**src/rtl/snp_pkg.sv**
```systemverilog
// Shared types, constants and the arctangent table for the surface normal to pose block.
// No dependencies; snp_cordic and the top level refer to it by scoped names.
`timescale 1ns / 1ps
`default_nettype none
package snp_pkg;

   // CORDIC datapath width (x and y) and angle width in units of 2^-20 rad.
   localparam int CW = 36;
   localparam int ZW = 26;
   localparam int TAB_LEN = 24;

   localparam logic signed [ZW-1:0] ANG_PI = 26'sd3294199;

   // Register indexes of the configuration port.
   localparam logic [1:0] CSR_REACH       = 2'd0;
   localparam logic [1:0] CSR_REF_X_NEG   = 2'd1;
   localparam logic [1:0] CSR_NORM_EPS    = 2'd2;

   typedef struct packed {
      logic                 start;
      logic signed [CW-1:0] y;
      logic signed [CW-1:0] x;
   } cordic_cmd_type;

   // atan(2^-i) in units of 2^-20 rad, rounded.
   function automatic logic signed [ZW-1:0] atan_tab(input logic [4:0] idx);
      logic signed [ZW-1:0] v;
      case (idx)
         5'd0:  v = 26'sd823550;
         5'd1:  v = 26'sd486170;
         5'd2:  v = 26'sd256879;
         5'd3:  v = 26'sd130396;
         5'd4:  v = 26'sd65451;
         5'd5:  v = 26'sd32757;
         5'd6:  v = 26'sd16383;
         5'd7:  v = 26'sd8192;
         5'd8:  v = 26'sd4096;
         5'd9:  v = 26'sd2048;
         5'd10: v = 26'sd1024;
         5'd11: v = 26'sd512;
         5'd12: v = 26'sd256;
         5'd13: v = 26'sd128;
         5'd14: v = 26'sd64;
         5'd15: v = 26'sd32;
         5'd16: v = 26'sd16;
         5'd17: v = 26'sd8;
         5'd18: v = 26'sd4;
         5'd19: v = 26'sd2;
         5'd20: v = 26'sd1;
         default: v = '0;
      endcase
      return v;
   endfunction

endpackage
`default_nettype wire

```
**src/rtl/snp_isqrt.sv**
```systemverilog
// Bit-serial integer square root of s * 2^32, one result bit per cycle.
// Depends on nothing but the clock and reset.
`timescale 1ns / 1ps
`default_nettype none
module snp_isqrt (
   input  wire logic        clock,
   input  wire logic        reset,
   input  wire logic        start,
   input  wire logic [31:0] radicand,
   output logic             done,
   output logic [31:0]      root
);

   logic [63:0] v_ff;
   logic [35:0] rem_ff;
   logic [31:0] root_ff;
   logic [5:0]  cnt_ff;
   logic        busy_ff;
   logic        done_ff;

   logic [35:0] rem_in;
   logic [35:0] trial_in;

   always_comb begin
      rem_in   = {rem_ff[33:0], v_ff[63:62]};
      trial_in = {2'b00, root_ff, 2'b01};
   end

   always_ff @(posedge clock) begin
      if (reset) begin
         busy_ff <= 1'b0;
         done_ff <= 1'b0;
         cnt_ff  <= '0;
      end else begin
         done_ff <= 1'b0;
         if (start) begin
            busy_ff <= 1'b1;
            cnt_ff  <= '0;
            v_ff    <= {radicand, 32'd0};
            rem_ff  <= '0;
            root_ff <= '0;
         end else if (busy_ff) begin
            v_ff <= {v_ff[61:0], 2'b00};
            if (rem_in >= trial_in) begin
               rem_ff  <= rem_in - trial_in;
               root_ff <= {root_ff[30:0], 1'b1};
            end else begin
               rem_ff  <= rem_in;
               root_ff <= {root_ff[30:0], 1'b0};
            end
            cnt_ff <= cnt_ff + 6'd1;
            if (cnt_ff == 6'd31) begin
               busy_ff <= 1'b0;
               done_ff <= 1'b1;
            end
         end
      end
   end

   assign done = done_ff;
   assign root = root_ff;

endmodule
`default_nettype wire

```
**src/rtl/snp_cordic.sv**
```systemverilog
// Iterative CORDIC vectoring unit computing atan2(y, x), one rotation per cycle.
// Depends on snp_pkg for widths, the angle table and the command struct.
`timescale 1ns / 1ps
`default_nettype none
module snp_cordic #(
   parameter int ITERATIONS = 16
) (
   input  wire logic                           clock,
   input  wire logic                           reset,
   input  wire snp_pkg::cordic_cmd_type        cmd,
   output logic                                done,
   output logic signed [snp_pkg::ZW-1:0]       angle
);

   localparam int IW = $clog2(ITERATIONS + 1);

   typedef enum logic [0:0] {C_IDLE, C_RUN} cstate_type;

   cstate_type                  state_ff;
   logic signed [snp_pkg::CW-1:0] x_ff, y_ff;
   logic signed [snp_pkg::ZW-1:0] z_ff;
   logic [IW-1:0]               i_ff;
   logic                        done_ff;

   logic signed [snp_pkg::CW-1:0] xs_in, ys_in;
   logic signed [snp_pkg::ZW-1:0] tab_in;

   always_comb begin
      xs_in  = x_ff >>> i_ff;
      ys_in  = y_ff >>> i_ff;
      tab_in = snp_pkg::atan_tab(5'(i_ff));
   end

   always_ff @(posedge clock) begin
      if (reset) begin
         state_ff <= C_IDLE;
         done_ff  <= 1'b0;
         i_ff     <= '0;
      end else begin
         done_ff <= 1'b0;
         unique case (state_ff)
            C_IDLE: begin
               if (cmd.start) begin
                  i_ff <= '0;
                  if (cmd.y == '0) begin
                     // Zero y settles at once: 0 or pi depending on the sign of x.
                     z_ff    <= (cmd.x[snp_pkg::CW-1]) ? snp_pkg::ANG_PI : '0;
                     done_ff <= 1'b1;
                  end else if (cmd.x[snp_pkg::CW-1]) begin
                     z_ff     <= (cmd.y > 0) ? snp_pkg::ANG_PI : -snp_pkg::ANG_PI;
                     x_ff     <= -cmd.x;
                     y_ff     <= -cmd.y;
                     state_ff <= C_RUN;
                  end else begin
                     z_ff     <= '0;
                     x_ff     <= cmd.x;
                     y_ff     <= cmd.y;
                     state_ff <= C_RUN;
                  end
               end
            end
            C_RUN: begin
               if (y_ff > 0) begin
                  x_ff <= x_ff + ys_in;
                  y_ff <= y_ff - xs_in;
                  z_ff <= z_ff + tab_in;
               end else begin
                  x_ff <= x_ff - ys_in;
                  y_ff <= y_ff + xs_in;
                  z_ff <= z_ff - tab_in;
               end
               i_ff <= i_ff + IW'(1);
               if (i_ff == IW'(ITERATIONS - 1)) begin
                  state_ff <= C_IDLE;
                  done_ff  <= 1'b1;
               end
            end
            default: state_ff <= C_IDLE;
         endcase
      end
   end

   assign done  = done_ff;
   assign angle = z_ff;

   a_done_not_twice: assert property (@(posedge clock) disable iff (reset)
      done_ff |=> !done_ff)
      else $error("cordic done on two cycles in a row");
   a_run_bounded: assert property (@(posedge clock) disable iff (reset)
      state_ff == C_RUN |-> i_ff < IW'(ITERATIONS))
      else $error("cordic iteration count overran");
   a_start_idle: assert property (@(posedge clock) disable iff (reset)
      cmd.start |-> state_ff == C_IDLE)
      else $error("cordic started while busy");

endmodule
`default_nettype wire

```
**src/rtl/surface_normal_to_pose_top.sv**
```systemverilog
// Top level of the surface normal to pose block: sequencer, offset multiplier, output register.
// Depends on snp_pkg, snp_isqrt and snp_cordic.
`timescale 1ns / 1ps
`default_nettype none
// Usage:
// An item (mode, surface point, unit normal) enters on the req_ channel with valid/ready.
// The block works on one item at a time: req_ready is high only while the sequencer is idle.
// Each item goes through a setup step, then the bit-serial square root (the yaw CORDIC pass
// and the three link offset multiplies run alongside it), a step to take the root and a
// step to launch the pitch pass, then a pitch pass of CORDIC_ITERATIONS iterations on the
// same shared CORDIC unit, a step to round the angles and a step to load the result
// register. The sequencer is idle again the cycle after the load, so a new item is accepted
// only once the previous one has been loaded into the result register.
// The result sits in an output register on the rsp_ channel and stays there, unchanged,
// until rsp_ready takes it. The next item is accepted while a result still waits; it only
// stalls at its final step if the previous result has not been taken.
// Configuration registers are written via csr_wr_en/csr_index/csr_data, one per cycle; the user
// must write them only while no item is in flight (not enforced). Unknown indexes are ignored.
// Synchronous reset returns the sequencer to idle, clears rsp_valid, sets the link reach to 0,
// ref_x_negative to 0, norm_eps to 16 and the stored last yaw to 0.
module surface_normal_to_pose_top #(
   parameter int CORDIC_ITERATIONS = 16
) (
   input  wire logic               clock,
   input  wire logic               reset,
   input  wire logic               req_valid,
   output logic                    req_ready,
   input  wire logic               req_mode,
   input  wire logic signed [31:0] req_pos_x,
   input  wire logic signed [31:0] req_pos_y,
   input  wire logic signed [31:0] req_pos_z,
   input  wire logic signed [15:0] req_normal_x,
   input  wire logic signed [15:0] req_normal_y,
   input  wire logic signed [15:0] req_normal_z,
   output logic                    rsp_valid,
   input  wire logic               rsp_ready,
   output logic signed [31:0]      rsp_out_x,
   output logic signed [31:0]      rsp_out_y,
   output logic signed [31:0]      rsp_out_z,
   output logic signed [15:0]      rsp_yaw,
   output logic signed [15:0]      rsp_pitch,
   output logic                    rsp_yaw_held,
   output logic                    rsp_saturated,
   input  wire logic               csr_wr_en,
   input  wire logic [1:0]         csr_index,
   input  wire logic [23:0]        csr_data
);

   localparam int CW = snp_pkg::CW;
   localparam int ZW = snp_pkg::ZW;

   typedef enum logic [2:0] {ST_IDLE, ST_PREP, ST_ROOT, ST_PITCH, ST_DONE} state_type;

   state_type state_ff;

   // Configuration registers.
   logic [23:0] reach_ff;
   logic        ref_x_neg_ff;
   logic [15:0] norm_eps_ff;

   // Captured item.
   logic               mode_ff;
   logic signed [31:0] pos_ff [3];
   logic signed [15:0] nrm_ff [3];

   // Working registers.
   logic [31:0]        s_ff;
   logic [31:0]        eps2_ff;
   logic               gen_ff;
   logic [31:0]        h_ff;
   logic               h_rdy_ff;
   logic signed [ZW-1:0] yz_ff;
   logic               yz_rdy_ff;
   logic signed [15:0] last_yaw_ff;
   logic signed [15:0] yaw_ff;
   logic signed [15:0] pitch_ff;

   // Offset multiplier pipeline.
   logic [1:0]         mul_idx_ff;
   logic [1:0]         prod_idx_ff;
   logic               prod_vld_ff;
   logic signed [40:0] prod_ff;
   logic signed [31:0] o_ff [3];
   logic               sat_ff;

   // Output register.
   logic               rsp_valid_ff;
   logic signed [31:0] rsp_x_ff, rsp_y_ff, rsp_z_ff;
   logic signed [15:0] rsp_yaw_ff, rsp_pitch_ff;
   logic               rsp_held_ff, rsp_sat_ff;

   // Combinational next values.
   logic signed [31:0] sqx_in, sqy_in;
   logic [32:0]        s_in;
   logic signed [40:0] prod_in;
   logic signed [41:0] rnd_in;
   logic signed [33:0] sum_in;
   logic               sum_hi_in, sum_lo_in;
   logic signed [31:0] sum_sat_in;
   logic signed [CW-1:0] nx_ext_in, ny_ext_in, nz_ext_in;
   logic               launch_pitch_in;
   logic               load_rsp_in;
   logic               held_in;
   logic signed [ZW-1:0] pz_in;
   logic signed [15:0] pitch_q_in;
   logic signed [15:0] yaw_q_in;
   snp_pkg::cordic_cmd_type cmd_in;

   logic               sq_done;
   logic [31:0]        sq_root;
   logic               cd_done;
   logic signed [ZW-1:0] cd_angle;

   // Rounds an angle in 2^-20 rad to Q3.12 with clamping.
   function automatic logic signed [15:0] to_q12(input logic signed [ZW-1:0] z);
      logic signed [ZW:0]   t;
      logic signed [ZW-8:0] q;
      logic signed [15:0]   r;
      t = {z[ZW-1], z} + (ZW+1)'(128);
      q = (ZW-7)'(t >>> 8);
      if (q > (ZW-7)'(32767)) r = 16'sh7fff;
      else if (q < -(ZW-7)'(32768)) r = 16'sh8000;
      else r = q[15:0];
      return r;
   endfunction

   always_comb begin
      sqx_in = 32'(nrm_ff[0]) * 32'(nrm_ff[0]);
      sqy_in = 32'(nrm_ff[1]) * 32'(nrm_ff[1]);
      s_in   = {1'b0, sqx_in} + {1'b0, sqy_in};

      nx_ext_in = CW'(nrm_ff[0]) <<< 16;
      ny_ext_in = CW'(nrm_ff[1]) <<< 16;
      nz_ext_in = CW'(nrm_ff[2]) <<< 16;

      prod_in = 41'(nrm_ff[mul_idx_ff]) * $signed({17'd0, reach_ff});
      rnd_in  = (42'(prod_ff) + 42'sd8192) >>> 14;
      sum_in  = 34'(pos_ff[prod_idx_ff]) + 34'(rnd_in);
      sum_hi_in = sum_in > 34'sh07fffffff;
      sum_lo_in = sum_in < -34'sh080000000;
      if (sum_hi_in)      sum_sat_in = 32'sh7fffffff;
      else if (sum_lo_in) sum_sat_in = 32'sh80000000;
      else                sum_sat_in = sum_in[31:0];

      launch_pitch_in = (state_ff == ST_ROOT) && h_rdy_ff && yz_rdy_ff
                        && (mul_idx_ff == 2'd3) && !prod_vld_ff;

      cmd_in.start = 1'b0;
      cmd_in.x     = '0;
      cmd_in.y     = '0;
      if (state_ff == ST_PREP) begin
         cmd_in.start = 1'b1;
         cmd_in.x     = gen_ff ? -nx_ext_in : nx_ext_in;
         cmd_in.y     = gen_ff ? -ny_ext_in : ny_ext_in;
      end else if (launch_pitch_in) begin
         cmd_in.start = 1'b1;
         cmd_in.x     = CW'({1'b0, h_ff});
         cmd_in.y     = gen_ff ? -nz_ext_in : nz_ext_in;
      end

      pz_in      = gen_ff ? cd_angle : cd_angle - snp_pkg::ANG_PI;
      pitch_q_in = to_q12(pz_in);
      held_in    = s_ff <= eps2_ff;
      yaw_q_in   = held_in ? last_yaw_ff : to_q12(yz_ff);

      load_rsp_in = (state_ff == ST_DONE) && (!rsp_valid_ff || rsp_ready);
   end

   always_ff @(posedge clock) begin
      if (reset) begin
         state_ff       <= ST_IDLE;
         reach_ff       <= '0;
         ref_x_neg_ff   <= 1'b0;
         norm_eps_ff    <= 16'd16;
         last_yaw_ff    <= '0;
         rsp_valid_ff   <= 1'b0;
         h_rdy_ff       <= 1'b0;
         yz_rdy_ff      <= 1'b0;
         prod_vld_ff    <= 1'b0;
         mul_idx_ff     <= '0;
      end else begin
         if (csr_wr_en) begin
            unique case (csr_index)
               snp_pkg::CSR_REACH:     reach_ff     <= csr_data;
               snp_pkg::CSR_REF_X_NEG: ref_x_neg_ff <= csr_data[0];
               snp_pkg::CSR_NORM_EPS:  norm_eps_ff  <= csr_data[15:0];
               default: ;
            endcase
         end

         if (load_rsp_in) rsp_valid_ff <= 1'b1;
         else if (rsp_valid_ff && rsp_ready) rsp_valid_ff <= 1'b0;

         unique case (state_ff)
            ST_IDLE: begin
               if (req_valid) begin
                  mode_ff   <= req_mode;
                  pos_ff[0] <= req_pos_x;
                  pos_ff[1] <= req_pos_y;
                  pos_ff[2] <= req_pos_z;
                  nrm_ff[0] <= req_normal_x;
                  nrm_ff[1] <= req_normal_y;
                  nrm_ff[2] <= req_normal_z;
                  gen_ff    <= ref_x_neg_ff == !req_normal_x[15];
                  state_ff  <= ST_PREP;
               end
            end
            ST_PREP: begin
               s_ff       <= s_in[31:0];
               eps2_ff    <= 32'(norm_eps_ff) * 32'(norm_eps_ff);
               h_rdy_ff   <= 1'b0;
               yz_rdy_ff  <= 1'b0;
               mul_idx_ff <= '0;
               prod_vld_ff <= 1'b0;
               sat_ff     <= 1'b0;
               o_ff[0]    <= pos_ff[0];
               o_ff[1]    <= pos_ff[1];
               o_ff[2]    <= pos_ff[2];
               state_ff   <= ST_ROOT;
            end
            ST_ROOT: begin
               if (sq_done) begin
                  h_ff     <= sq_root;
                  h_rdy_ff <= 1'b1;
               end
               if (cd_done) begin
                  yz_ff     <= cd_angle;
                  yz_rdy_ff <= 1'b1;
               end
               // One multiply per cycle, then, when mode_ff is set, the round, add and clamp the next cycle.
               if (mul_idx_ff != 2'd3) begin
                  prod_ff     <= prod_in;
                  prod_idx_ff <= mul_idx_ff;
                  prod_vld_ff <= mode_ff;
                  mul_idx_ff  <= mul_idx_ff + 2'd1;
               end else begin
                  prod_vld_ff <= 1'b0;
               end
               if (prod_vld_ff) begin
                  o_ff[prod_idx_ff] <= sum_sat_in;
                  if (sum_hi_in || sum_lo_in) sat_ff <= 1'b1;
               end
               if (launch_pitch_in) state_ff <= ST_PITCH;
            end
            ST_PITCH: begin
               if (cd_done) begin
                  pitch_ff <= pitch_q_in;
                  yaw_ff   <= yaw_q_in;
                  state_ff <= ST_DONE;
               end
            end
            ST_DONE: begin
               if (load_rsp_in) begin
                  rsp_x_ff     <= o_ff[0];
                  rsp_y_ff     <= o_ff[1];
                  rsp_z_ff     <= o_ff[2];
                  rsp_yaw_ff   <= yaw_ff;
                  rsp_pitch_ff <= pitch_ff;
                  rsp_held_ff  <= held_in;
                  rsp_sat_ff   <= sat_ff;
                  last_yaw_ff  <= yaw_ff;
                  state_ff     <= ST_IDLE;
               end
            end
            default: state_ff <= ST_IDLE;
         endcase
      end
   end

   snp_isqrt u_isqrt (
      .clock    (clock),
      .reset    (reset),
      .start    (state_ff == ST_PREP),
      .radicand (s_in[31:0]),
      .done     (sq_done),
      .root     (sq_root)
   );

   snp_cordic #(
      .ITERATIONS (CORDIC_ITERATIONS)
   ) u_cordic (
      .clock (clock),
      .reset (reset),
      .cmd   (cmd_in),
      .done  (cd_done),
      .angle (cd_angle)
   );

   assign req_ready     = state_ff == ST_IDLE;
   assign rsp_valid     = rsp_valid_ff;
   assign rsp_out_x     = rsp_x_ff;
   assign rsp_out_y     = rsp_y_ff;
   assign rsp_out_z     = rsp_z_ff;
   assign rsp_yaw       = rsp_yaw_ff;
   assign rsp_pitch     = rsp_pitch_ff;
   assign rsp_yaw_held  = rsp_held_ff;
   assign rsp_saturated = rsp_sat_ff;

   a_last_yaw: assert property (@(posedge clock) disable iff (reset)
      load_rsp_in |=> last_yaw_ff == rsp_yaw_ff)
      else $error("stored yaw differs from delivered yaw");
   a_no_done_idle: assert property (@(posedge clock) disable iff (reset)
      state_ff == ST_IDLE |-> !cd_done && !sq_done)
      else $error("arithmetic unit finished with no item in flight");
   a_pitch_ready: assert property (@(posedge clock) disable iff (reset)
      state_ff == ST_PITCH |-> h_rdy_ff && yz_rdy_ff)
      else $error("pitch pass started before square root and yaw");

endmodule
`default_nettype wire
```
**config.mk**
```make
export PLATFORM = sky130hd
export DESIGN_NAME = surface_normal_to_pose_top
export DESIGN_NICKNAME = d
export VERILOG_FILES = /design/src/rtl/snp_pkg.sv /design/src/rtl/snp_isqrt.sv /design/src/rtl/snp_cordic.sv /design/src/rtl/surface_normal_to_pose_top.sv
export SDC_FILE = /design/constraint.sdc
export NUM_CORES = 2
export LEC_CHECK = 0
export BUFFER_PORTS_ARGS = -buffer_cell sky130_fd_sc_hd__buf_4
export CAP_MARGIN = 40
export CORE_UTILIZATION = 56
export DETAILED_ROUTE_END_ITERATION = 7
export GPL_TIMING_DRIVEN = 0
export PLACE_DENSITY = 0.8
export SLEW_MARGIN = 20
export SYNTH_ARGS = -nofsm -noshare
export SYNTH_HDL_FRONTEND = slang
export SYNTH_SLANG_ARGS = --single-unit
```
**constraint.sdc**
```tcl
create_clock -name clock -period 10 [get_ports clock]
set_clock_uncertainty 0.05 [all_clocks]
set_input_delay 0.5 -clock clock [delete_from_list [all_inputs] [get_ports clock]]
set_output_delay 0.5 -clock clock [all_outputs]
set_load 0.1 [all_outputs]
```
; After elaboration in Yosys (flattened, before gate mapping)
; Memory sizes are Yosys's and may differ from the RTL's. A register that Yosys moved wholly into a read port is not among the register bits.
; Index checks and enable logic that the tools add are counted.
[op_classes]
add_sub_neg = 21
reduce_logical = 39
magnitude_cmp = 10
eq_ne = 22
mul = 4
mux = 86
bitwise_logic = 3
shift = 2
[ops]
columns = operator, n
row1 = $mux W36, 11
row2 = $mux W26, 6
row3 = $mux W73, 2
row4 = $pmux W36 S2, 2
row5 = $mux W32, 4
row6 = $mux W64, 2
row7 = $neg A32 Y36, 3
row8 = $mul A16 B16 Y32, 3
row9 = $add A36 B36 Y36, 2
row10 = $gt A36 B1 Y1 const B, 2
row11 = $neg A36 Y36, 2
row12 = $sshr A36 B5 Y36, 2
row13 = $sub A36 B36 Y36, 2
row14 = $mux W34, 2
row15 = $mux W16, 4
row16 = $add A26 B9 Y27 const B, 2
row17 = $pmux W26 S2, 1
row18 = $add A41 B15 Y42 const B, 1
row19 = $mul A16 B25 Y41, 1
row20 = $gt A19 B16 Y1 const B, 2
row21 = $lt A19 B16 Y1 const B, 2
row22 = $ge A36 B34 Y1, 1
row23 = $logic_not A36 Y1, 1
row24 = $sub A34 B34 Y34, 1
row25 = other kinds (43), 126
[word_totals]
mem_bits_rw = 240
mem_count = 4
out_inout_bits = 132
register_bits = 541
wordCells = 229
mem_bits_ro = 640
inputBits = 176
[memory_table]
columns = memory, words, width, rd, rd_clocked_by_memory_dff, wr, line
row1 = (no name shown), 32, 20, 1, 1, 0, snp_pkg.sv:28  ; case (idx)
row2 = o_ff, 3, 32, 3, 3, 3, surface_normal_to_pose_top.sv:83  ; logic signed [31:0] o_ff [3];
row3 = pos_ff, 3, 32, 4, 1, 3, surface_normal_to_pose_top.sv:63  ; logic signed [31:0] pos_ff [3];
row4 = nrm_ff, 3, 16, 4, 1, 3, surface_normal_to_pose_top.sv:64  ; logic signed [15:0] nrm_ff [3];

; Longest topological paths before layout
[depth]
ltp_word = 13
depth_mapped = 29

; By module
; A second synthesis with hierarchy kept.
[unflattened]
cells_unflattened = 9037
hier_area_um2 = 88743.9
[modules_own_cells]
columns = module, cells_each, seq_area_each_um2, instances, area_per_inst_um2
row1 = surface_normal_to_pose_top, 6214, 17887.2, 1, 63930.1
row2 = snp_cordic, 2236, 3483.3, 1, 18567.8
row3 = snp_isqrt, 587, 3103.0, 1, 6246.0

; Worst setup path after synthesis
; No wires, ideal clock.
[synth_timing]
path_type = register to register
start = memory nrm_ff[1][0]
end = register u_isqrt.v_ff[60] (data pin)
period_less_slack_ns = 8.508
required_ns = 9.690
t_arrival_ns = 8.199
stages_incl_launch_ff = 27
setup_slack_ns = 1.492
path_buffers = 1
cell_sequence = edfxtp_1 -> clkbuf_1 -> inv_1 -> nor2_1 -> fa_1 -> fa_1 -> inv_1 -> fa_1 -> inv_1 -> fa_1 -> fa_1 -> fa_1 -> fa_1 -> inv_1 -> fa_1 -> inv_1 -> ha_1 -> a21oi_1 -> nand2_1 -> a2111oi_0 -> nor2_1 -> a221o_1 -> o311a_1 -> o21ai_0 -> o211ai_1 -> and3_1 -> mux2_2
[synth_rtl]
columns = item, line
row1 = from (decl), surface_normal_to_pose_top.sv:64
row2 = to (signal assigned), snp_isqrt.sv:39  ; v_ff <= {radicand, 32'd0};
row3 = to (signal assigned), snp_isqrt.sv:43  ; v_ff <= {v_ff[61:0], 2'b00};
row4 = to (decl), snp_isqrt.sv:14  ; logic [63:0] v_ff;

==> impl_metrics.ini <==
[grt]
grt_overflow_total = 0
grt_max_degree = 44
grt_pass1_wl_mm = 424
antenna_found_initial = 12
grt_util_all_layers = 0.357
grt_pass1_vias = 71100

[floorplanning]
die_x_um = 397
std_cell_rows = 144
die_area_um2 = 157000
io_pins = 308
start_util = 0.565
core_area_um2 = 154000
die_h_um = 397

[logic_synthesis]
synth_seq_cells = 850
synth_top_family_by_area = adder cells
synthMuxAreaShare = 0.0500
synth-simple-area-share = 0.131
synth.most_common_cell = inv_1
synth_cells = 8733
yosysSeqAreaShare = 0.281
yosys.area.top_type = edfxtp_1
yosysWarnings = 0
synthTopCellsByArea = edfxtp_1 26%, fa_1 23%, ha_1 8.6%
synth_xor_xnor_area_share = 0.0460
dominantRegCellSynth = edfxtp_1
syn_nets = 10500
synth-compound-area-share = 0.102
yosys.area.top_type_share = 0.257
synth.cells.most_frequent = 1321 x inv_1, 997 x nand2_1, 995 x fa_1
synthAdderAreaFrac = 0.316
syn_area_per_cell_um2 = 9.98
synthArstFlopShare = 0
synth.distinct_cells = 104
synth_edf_count = 745
synthesis.area_um2 = 87200

[clock_tree]
clk_pin_slew_ns = 0.06
cts_sinks = 850
cts-htree-levels = 3
cts_buffers = 93
tritoncts = done
clk_latency_ns = 0.79
max-clock-path-buffers = 3
cts-root-buf = clkbuf_16

[timing]
setup_tns_ns = 0
rsz0062_at_grt = yes
final_hold_viol_count = 0
post-route-min-period_ns = 9.95
period_share = 0.995
worst_pin_slew_ns = 1.12
slew_headroom = 0.255
setup_violations = 0
report.final.slew_viol_count = 0
max_freq_mhz = 100

[final_layout]
utilization = 0.638
drive_gt1_frac = 0.0960
area_growth_pct = 12.8
layout.nets = 11200
stdcell_count = 11500

[setup_path]
cp-start-kind = flop
regToRegSetupSlack_ns = 0.05
cp_num_buf_inv = 7
crit_fanout = 10
endpoint_kind = flop
cp_slowest_cell = clkbuf_1
path_delay_family = adder cells
worst_ep_arrival_time_ns = 10.46
crit_top_cell = fa_1
critPathRequiredTime_ns = 10.51
cpPeakStageDelay_ns = 0.66
path_class = flop to flop

[route]
wire_per_inst_um = 24.3
viasPerCell = 5.99
drt_iter0_drc = 7405
dr.pass1.iters = 8
vias = 69000
drc = 114
routed_wirelength_mm = 280
ant_nets = 0

[outcome]
outcome = finished with violations
violations = DRC

[hold_path]
hp-class = input port to flop

[place]
gp_congestion = 1.04
port_buffers = 307
placedCellCount = 11200
hpwl_mm = 222

[run]
max_cap_violations = 0
-- worst paths after layout --
| path | from | endpoint | cells past startpoint |
|---|---|---|---|
| worst max-delay path | nrm_ff[0][2]$_DFFE_PP_ | u_isqrt.v_ff[62]$_DFFE_PP_ | 27 |
| worst min-delay path | csr_data[1] | norm_eps_ff[1]$_SDFFE_PP0P_ | 3 |
| worst max register to register | nrm_ff[0][2]$_DFFE_PP_ | u_isqrt.v_ff[62]$_DFFE_PP_ | 27 |
| worst min register to register | o_ff[0][1]$_DFFE_PP_ | rsp_out_x[1]$_DFFE_PP_ | 0 |
-- worst min-delay path, stage by stage --
cell and delay (ns):
buf_4 0.13, nand2_1 0.06, a21oi_1 0.05
-- per-stage QoR --
step	hold slack (ns)	cell area (µm²)	worst slack (ns)
3_3_place_gp	0.353	92000	-2.16
6_report	0.0356	98300	0.0484
2_1_floorplan	0.350	87200	1.49
3_5_place_dp	0.355	93100	0.104
4_1_cts	0.0000796	98200	0.0545
5_1_grt	0.0153	98300	-0.0894
-- logic make-up after synthesis --
family	count (synthesis)
compound gates	1417
simple gates	2412
flops	850
buf+inv	1691
fa+ha+maj	1604
mux	300
other cells	1
xor+xnor	458
-- final cells by class --
cell class	count	area, µm²
tap	2044	2560
buffer	362	1560
fill	12000	55900
clock inverter	63	920
timing repair buffer	565	5060
antenna	7	17.5
inverter	1328	4990
sequential	850	24500
multi-input combinational	6192	56300
clock buffer	109	2480
-- per-layer routing --
layer / global-route usage / up-vias / wire, µm
li1: - / 30500 / -
met1: 0.455 / 34000 / 107000
met2: 0.576 / 3601 / 130000
met3: 0.0743 / 850 / 26200
met4: 0.183 / 8 / 16700
met5: 0 / - / 46
-- cells in the final DEF, fill, tap and decap left out, types with 75 or more instances in the layout --
| master | n |
|---|---|
| nor2b_1 | 142 |
| clkbuf_1 | 289 |
| a21o_1 | 166 |
| ha_1 | 597 |
| mux2_2 | 75 |
| clkbuf_16 | 95 |
| and2_1 | 219 |
| o21ai_0 | 348 |
| inv_1 | 1321 |
| buf_4 | 344 |
| nand3_1 | 100 |
| dlygate4sd3_1 | 163 |
| nor3_1 | 114 |
| dfxtp_1 | 105 |
| xor2_1 | 178 |
| fa_1 | 995 |
| nor2_1 | 462 |
| mux4_2 | 101 |
| xnor2_1 | 280 |
| nand2_1 | 997 |
| edfxtp_1 | 745 |
| mux2i_1 | 124 |
| a21oi_1 | 415 |
-- repair_timing --
action	CTS	global route
setup endpoints to repair	0	12
hold buffers	163	0
endpoints found under the hold margin	169	0
gates resized for setup	0	11
buffers inserted	0	0
-- flip-flops by register name, summed over array words and instances, names as in the netlist, 19 cells and up, named ones only --
signal           count
yz_ff               19
eps2_ff             31
rsp_out_x           32
h_ff                32
nrm_ff              48
reach_ff            24
rsp_out_y           32
rsp_out_z           32
s_ff                32
prod_ff             28
u_isqrt.v_ff        32
pos_ff              96
o_ff                96
u_isqrt.root        32
u_cordic.angle      26
u_cordic.x_ff       36
u_cordic.tab_in     20
u_isqrt.rem_ff      34
u_cordic.y_ff       36
Power is left out: the tool's default activity adds up to more than one toggle a clock period on the data nets, which glitch-free logic cannot reach.
